$ cat config.mk
export PLATFORM = sky130hd
export DESIGN_NAME = pal_cell
export DESIGN_NICKNAME = d
export VERILOG_FILES = /design/src/hw/rtl/pal_pkg.sv /design/src/hw/rtl/pal_cell.sv
export SDC_FILE = /design/constraint.sdc
export NUM_CORES = 1
export LEC_CHECK = 0
export BUFFER_PORTS_ARGS = -buffer_cell sky130_fd_sc_hd__clkbuf_2
export CAP_MARGIN = 15
export CORE_MARGIN = 2
export CORE_UTILIZATION = 38
export DETAILED_ROUTE_END_ITERATION = 8
export HOLD_SLACK_MARGIN = 0.05
export PLACE_DENSITY_LB_ADDON = 0.08
export RECOVER_POWER = 50
export SYNTH_ARGS = -nofsm -noshare
export SYNTH_HDL_FRONTEND = slang
export SYNTH_SLANG_ARGS = --single-unit
$ cat constraint.sdc
create_clock -name clock -period 5.6 [get_ports clock]
set_input_delay 1.12 -clock clock [delete_from_list [all_inputs] [get_ports clock]]
set_output_delay 1.12 -clock clock [all_outputs]
set_load 0.01 [all_outputs]
$ cat src/hw/rtl/pal_pkg.sv
// ---------------------------------------------------------------------------
// Positional array list package
// Shared widths, request and status codes, controller states and the
// control bundle that the list controller broadcasts to every storage cell.
// ---------------------------------------------------------------------------
package pal_pkg;

   // Fixed field widths of the request and response channels.
   localparam int POS_W    = 7;
   localparam int DATA_W   = 32;
   localparam int ACTION_W = 2;
   localparam int STATUS_W = 2;

   // Request kinds.
   typedef enum logic [ACTION_W-1:0] {
      ACT_APPEND = 2'd0,
      ACT_INSERT = 2'd1,
      ACT_DELETE = 2'd2,
      ACT_DUMP   = 2'd3
   } action_type;

   // Response status codes.
   typedef enum logic [STATUS_W-1:0] {
      STS_OK     = 2'd0,
      STS_FULL   = 2'd1,
      STS_EMPTY  = 2'd2,
      STS_BADPOS = 2'd3
   } status_type;

   // Controller states.
   typedef enum logic [1:0] {
      ST_IDLE,
      ST_EXEC,
      ST_DUMP
   } state_type;

   // Operation applied by every cell of the chain together.
   typedef enum logic [1:0] {
      CELL_HOLD,
      CELL_INS,
      CELL_DEL,
      CELL_ROT
   } cell_op_type;

   // Control bundle broadcast to the cell chain.
   typedef struct packed {
      cell_op_type             op;
      logic [POS_W-1:0]        pos;
      logic [POS_W-1:0]        count;
      logic signed [DATA_W-1:0] value;
   } cell_ctrl_type;

endpackage

$ cat src/hw/rtl/pal_cell.sv
// ---------------------------------------------------------------------------
// Positional array list storage cell
// Holds one list entry and moves it to or from its neighbors on insert,
// delete and dump rotation, based on its own index.
// ---------------------------------------------------------------------------
module pal_cell
   import pal_pkg::*;
#(
   parameter int INDEX = 0
) (
   input  logic                     clock,
   input  cell_ctrl_type            ctrl,
   input  logic signed [DATA_W-1:0] prev_value,   // entry of the cell below
   input  logic signed [DATA_W-1:0] next_value,   // entry of the cell above
   input  logic signed [DATA_W-1:0] head_value,   // entry of cell zero
   output logic signed [DATA_W-1:0] value
);

   localparam logic [POS_W-1:0] IDX      = POS_W'(INDEX);
   localparam logic [POS_W-1:0] IDX_NEXT = POS_W'(INDEX + 1);

   logic signed [DATA_W-1:0] value_ff;
   logic signed [DATA_W-1:0] value_in;

   // Select the new entry for this position.
   always_comb begin
      value_in = value_ff;
      case (ctrl.op)
         CELL_INS: begin
            if (IDX == ctrl.pos) begin
               value_in = ctrl.value;
            end else if ((IDX > ctrl.pos) && (IDX <= ctrl.count)) begin
               value_in = prev_value;
            end
         end
         CELL_DEL: begin
            if ((IDX >= ctrl.pos) && (IDX_NEXT < ctrl.count)) begin
               value_in = next_value;
            end
         end
         CELL_ROT: begin
            if (IDX_NEXT < ctrl.count) begin
               value_in = next_value;
            end else if (IDX_NEXT == ctrl.count) begin
               value_in = head_value;
            end
         end
         default: begin
            value_in = value_ff;
         end
      endcase
   end

   // Entry storage; no reset, the list count guards every read.
   always_ff @(posedge clock) begin
      value_ff <= value_in;
   end

   assign value = value_ff;

endmodule
**Yosys cells after proc, flatten, opt, wreduce, memory -nomap -nowiden**

Cells that the tools add are included.

- Register bits after elaboration: 32
- Word-level logic and storage cells: 23

- Mux-type cells: 6
- Order comparisons: 4
- Equality and inequality tests: 7
- Reductions and logical operators: 5

Operator list:

| operator | number |
|---|---|
| two-way mux 32 bit | 5 |
| case mux 32 bit (3 select lines) | 1 |
| equality test 1 x 7 -> 1 bit (first input constant) | 1 |
| greater-or-equal comparator 1 x 7 -> 1 bit (first input constant) | 1 |
| > comparator 1 x 7 -> 1 bit (first input constant) | 1 |
| <= comparator 1 x 7 -> 1 bit (first input constant) | 1 |
| zero test 7 bit | 1 |
| less-than comparator 1 x 7 -> 1 bit (first input constant) | 1 |
| inequality test 3 bit (second input constant) | 2 |
| equality test 2 bit (second input constant) | 2 |
| AND reduction 4 bit | 1 |
| nonzero test 3 bit | 1 |
| equality test 2 x 1 -> 1 bit (second input constant) | 1 |
| logical AND 1 bit | 2 |
| inequality test 2 bit (second input constant) | 1 |

**Depth between registers and ports, before layout**

- Depth in word-level cells: 5
- Depth in mapped cells: 6
- Gate-level depth less buffers: 4

**Worst setup path after synthesis**

OpenSTA, ideal clock, no wires.

- Path kind: input to register
- Start: input ctrl[42] (netlist name)
- End: register value_ff[0] (netlist: value[0]) (enable)
- Data arrival time: 3.822 ns
- Buffers on the path: 2
- Setup slack: 1.353 ns
- Data required time: 5.175 ns
- Stages on the path: 5
- Cell sequence: or4_4 -> or4_1 -> buf_6 -> buf_8 -> o21ai_1

- Longest elaborated chain between the ends: 4
- Elaborated cells on any way between the ends: 8

Ends and longest elaborated chain:

| item | line | text |
|---|---|---|
| from (decl) | pal_cell.sv:12 | `input cell_ctrl_type ctrl,` |
| > comparator 1 x 7 -> 1 bit or greater-or-equal comparator 1 x 7 -> 1 bit (tied branches) | pal_cell.sv:32, pal_cell.sv:37 |  |
| logical AND 1 bit, on equally long branches | pal_cell.sv:32, pal_cell.sv:37 |  |
| inequality test 3 bit (no source line) or inequality test 2 bit (tied branches) | -- |  |
| AND reduction 4 bit (no source line) (*) | -- |  |
| to (signal assigned) | pal_cell.sv:56 | `value_ff <= value_in;` |
| to (decl) | pal_cell.sv:22 | `logic signed [DATA_W-1:0] value_ff;` |

Every way passes the cells marked *; elsewhere a longest branch is shown, timed or not.
A chain may end at the register's enable or synchronous reset.

**Final worst setup path**

- Start: input ctrl[38] (netlist name)
- End: register value_ff[0] (netlist: value[0]), data pin

- Longest elaborated chain between the ends: 3

Ends and longest elaborated chain:

| item | line | text |
|---|---|---|
| less-than comparator 1 x 7 -> 1 bit | pal_cell.sv:42 | `if (IDX_NEXT < ctrl.count) begin` |
| two-way mux 32 bit | pal_cell.sv:42 |  |
| case mux 32 bit (3 select lines) | pal_cell.sv:28 | `case (ctrl.op)` |
| net value_in[0] | pal_cell.sv:23 | `logic signed [DATA_W-1:0] value_in;` |

The timed path passes the listed nets, and every way through them passes these cells.

==> reports/results.tsv <==
stage	metric	value	unit
outcome	status	complete, but fails checks	
outcome	failing checks	max-capacitance violations, max-slew violations	
cts	CTS root buf	clkbuf_8	
route	top layer in use	met4	
cts	post-CTS setup buffers	0	
die	Core ar.	0.005140	sq mm
power_and_ir_drop	sw power	0.1331	mW
power_and_ir_drop	leakage power total	1.478	nW
power_and_ir_drop	overall power	0.5621	mW
yosys	Netlist cell types	19	
power_and_ir_drop	Comb pwr share	21.4	%
placed_design	PortBufs	176	
yosys	top cell type's share of synthesized area	47.15	%
cells_and_area	NumNets Final	500	
sta	RSZ-0062 raised after global routing	no	
yosys	Seq cells post-synth	32	
die	Die ar.	0.005965	sq mm
power_and_ir_drop	Clock power frac	26.7	%
cts	CTS tree	yes	
critical_path	startpoint types	input port	
grt	first-pass GRT wire length	9.094	mm
sta	Final Hold Fails	0	
yosys	Post-Synthesis Cells	186	
cts	post-cts hold buffer count	0	
yosys	Synth area leaders	edfxtp_1, mux2i_1, nand2_1, a32oi_1, a21oi_1	
die	# IOs	177	
placed_design	GP Congestion	0.7548	
yosys	Syn Std Cell Area	0.002038	sq mm
cts	H-tree depth	2	
route	WL per Instance	13.63	um
power_and_ir_drop	Switching Share	23.67	%
yosys	Post-synth EDFFs	32	
yosys	register area share after synthesis	47.15	%
critical_path	Worst setup EP type	register	
yosys	synthesized net count	331	
power_and_ir_drop	Pwr Density	190.0	mW/mm^2
yosys	Top FF cell, synth	edfxtp_1	
route	drt total wl	5.765	mm
grt	Remaining Overflow, GRT	0	
flow_run	maxcap violations	1	
yosys	synth cell count leaders	mux2i_1, nand2_1, edfxtp_1	
die	Chip Height	77.24	um
route	DRT iter0 DRCs	96	
die	cell row count	26	
cells_and_area	Largest register FFs	32	
placed_design	Detailed Place HPWL	4.409	mm
power_and_ir_drop	Flop pwr share	51.9	%
cells_and_area	layout cells sized above 1	43.63	%
cells_and_area	P&R area growth vs syn	45.12	%
power_and_ir_drop	Worst IR Drop VDD	0.0001012	V
sta	setup TNS	0	ns
critical_path	Critical Path AT	3.74	ns
sta	Slew @ Worst Pin	1.697	ns
route	M1 wire length	2.120	mm
cts	Resize count post-CTS	0	
yosys	most frequent cell after synthesis	mux2i_1	
grt	largest net degree at the start of global routing	51	
yosys	cell taking the most area after synthesis	edfxtp_1	
route	router iterations before antenna repair	4	
cells_and_area	diode count	0	
cts	clk buf depth	2	
min_path	worst hold path type	in -> reg	
yosys	Post-synth ARST share	0	%
power_and_ir_drop	internal power	0.4290	mW
critical_path	Worst Path Required	5.58	ns
critical_path	critical path type	in -> reg	
cts	number of CTS-inserted buffers	5	
route	Via density	4.818	
route	via count	2038	
route	DRC viols	0	
die	Initial Util	39.65	%
sta	fin crit period	3.754	ns
cts	Sinks on Clock Net	32	
sta	fmax	266.4	MHz
grt	initial antenna violation count	0	
yosys	Mean Syn Cell Area	10.96	sq um
grt	Tot GR Track Use	19.29	%
route	Final ANT Viol Nets	0	
cts	clock slew seen by the registers of the worst setup and hold paths	0.06	ns
sta	final number of max-transition violations	33	
route	WL met2	3.054	mm
route	met3 routed WL	496	um
sta	final setup vio count	0	
sta	Worst slew margin	-13.45	%
sta	period utilisation layout	67.03	%
sta	WHS	1.186	ns
grt	vias in the first global route	2041	
critical_path	CP Max Fanout	32	
yosys	Ys Warns	0	
die	die width	77.24	um
## critical path, cell delays in order
cell	delay, ns
clkbuf_2	0.08
nor4_1	0.56
nand3_1	1.33
mux2i_1	0.50
mux2i_1	0.15
## cell type report
type,instances,area (sq um)
multi-input combinational,138,984.7
clock buffer,5,68.82
fill,506,2182
timing repair buffer,178,855.8
tap,70,87.58
sequential,32,960.9
## power by group through the flow
| stage | clock network (mW) | registers (mW) | logic [mW] |
|---|---|---|---|
| after floorplan | 0 | 0.307 | 0.0401 |
| after global placement | 0 | 0.296 | 0.126 |
| after detailed placement | 0 | 0.297 | 0.127 |
| after CTS | 0.153 | 0.292 | 0.127 |
| after global routing | 0.163 | 0.294 | 0.135 |
| final | 0.150 | 0.292 | 0.120 |
## per-layer routing
layer  GRT usage, %  vias up
met3          5.529        9
met5              0        -
met1          19.51      883
met2          36.87      108
met4          7.321        0
li1               -     1038
## through the flow
stage | utilization, % | instances | area [sq um] | setup slack, ns
final | 57.55 | 423 | 2958 | 1.847
after global routing | 57.55 | 423 | 2958 | 1.508
after CTS | 58.54 | 423 | 3009 | 2.038
after detailed placement | 57.21 | 418 | 2940 | 1.737
after global placement | 57.21 | 418 | 2940 | 1.773
after floorplan | - | 186 | 2038 | 1.353
## cells in the final DEF, fill, tap and decap left out, types with 2 or more instances in the layout
cell type	n
a21oi_1	15
a32oi_1	15
buf_4	2
clkbuf_1	32
clkbuf_2	144
clkbuf_8	5
edfxtp_1	32
mux2i_1	51
nand2_1	46
nand3_1	2
## logic make-up (layout without fill, tap and decap cells)
family / after synthesis / after routing / synth area share, %
flops: 32 / 32 / 47.15
buf+inv: 16 / 183 / 4.788
simple gates: 54 / 54 / 12.03
mux: 51 / 51 / 25.05
compound gates: 33 / 33 / 10.99
## worst paths after layout
kind / start / end / slack (ns) / cells after the start
max: ctrl[38] / value[0]$_DFFE_PP_ / 1.85 / 5
min: prev_value[28] / value[28]$_DFFE_PP_ / 1.19 / 3
No activity file was read; power rests on OpenSTA's default activity.
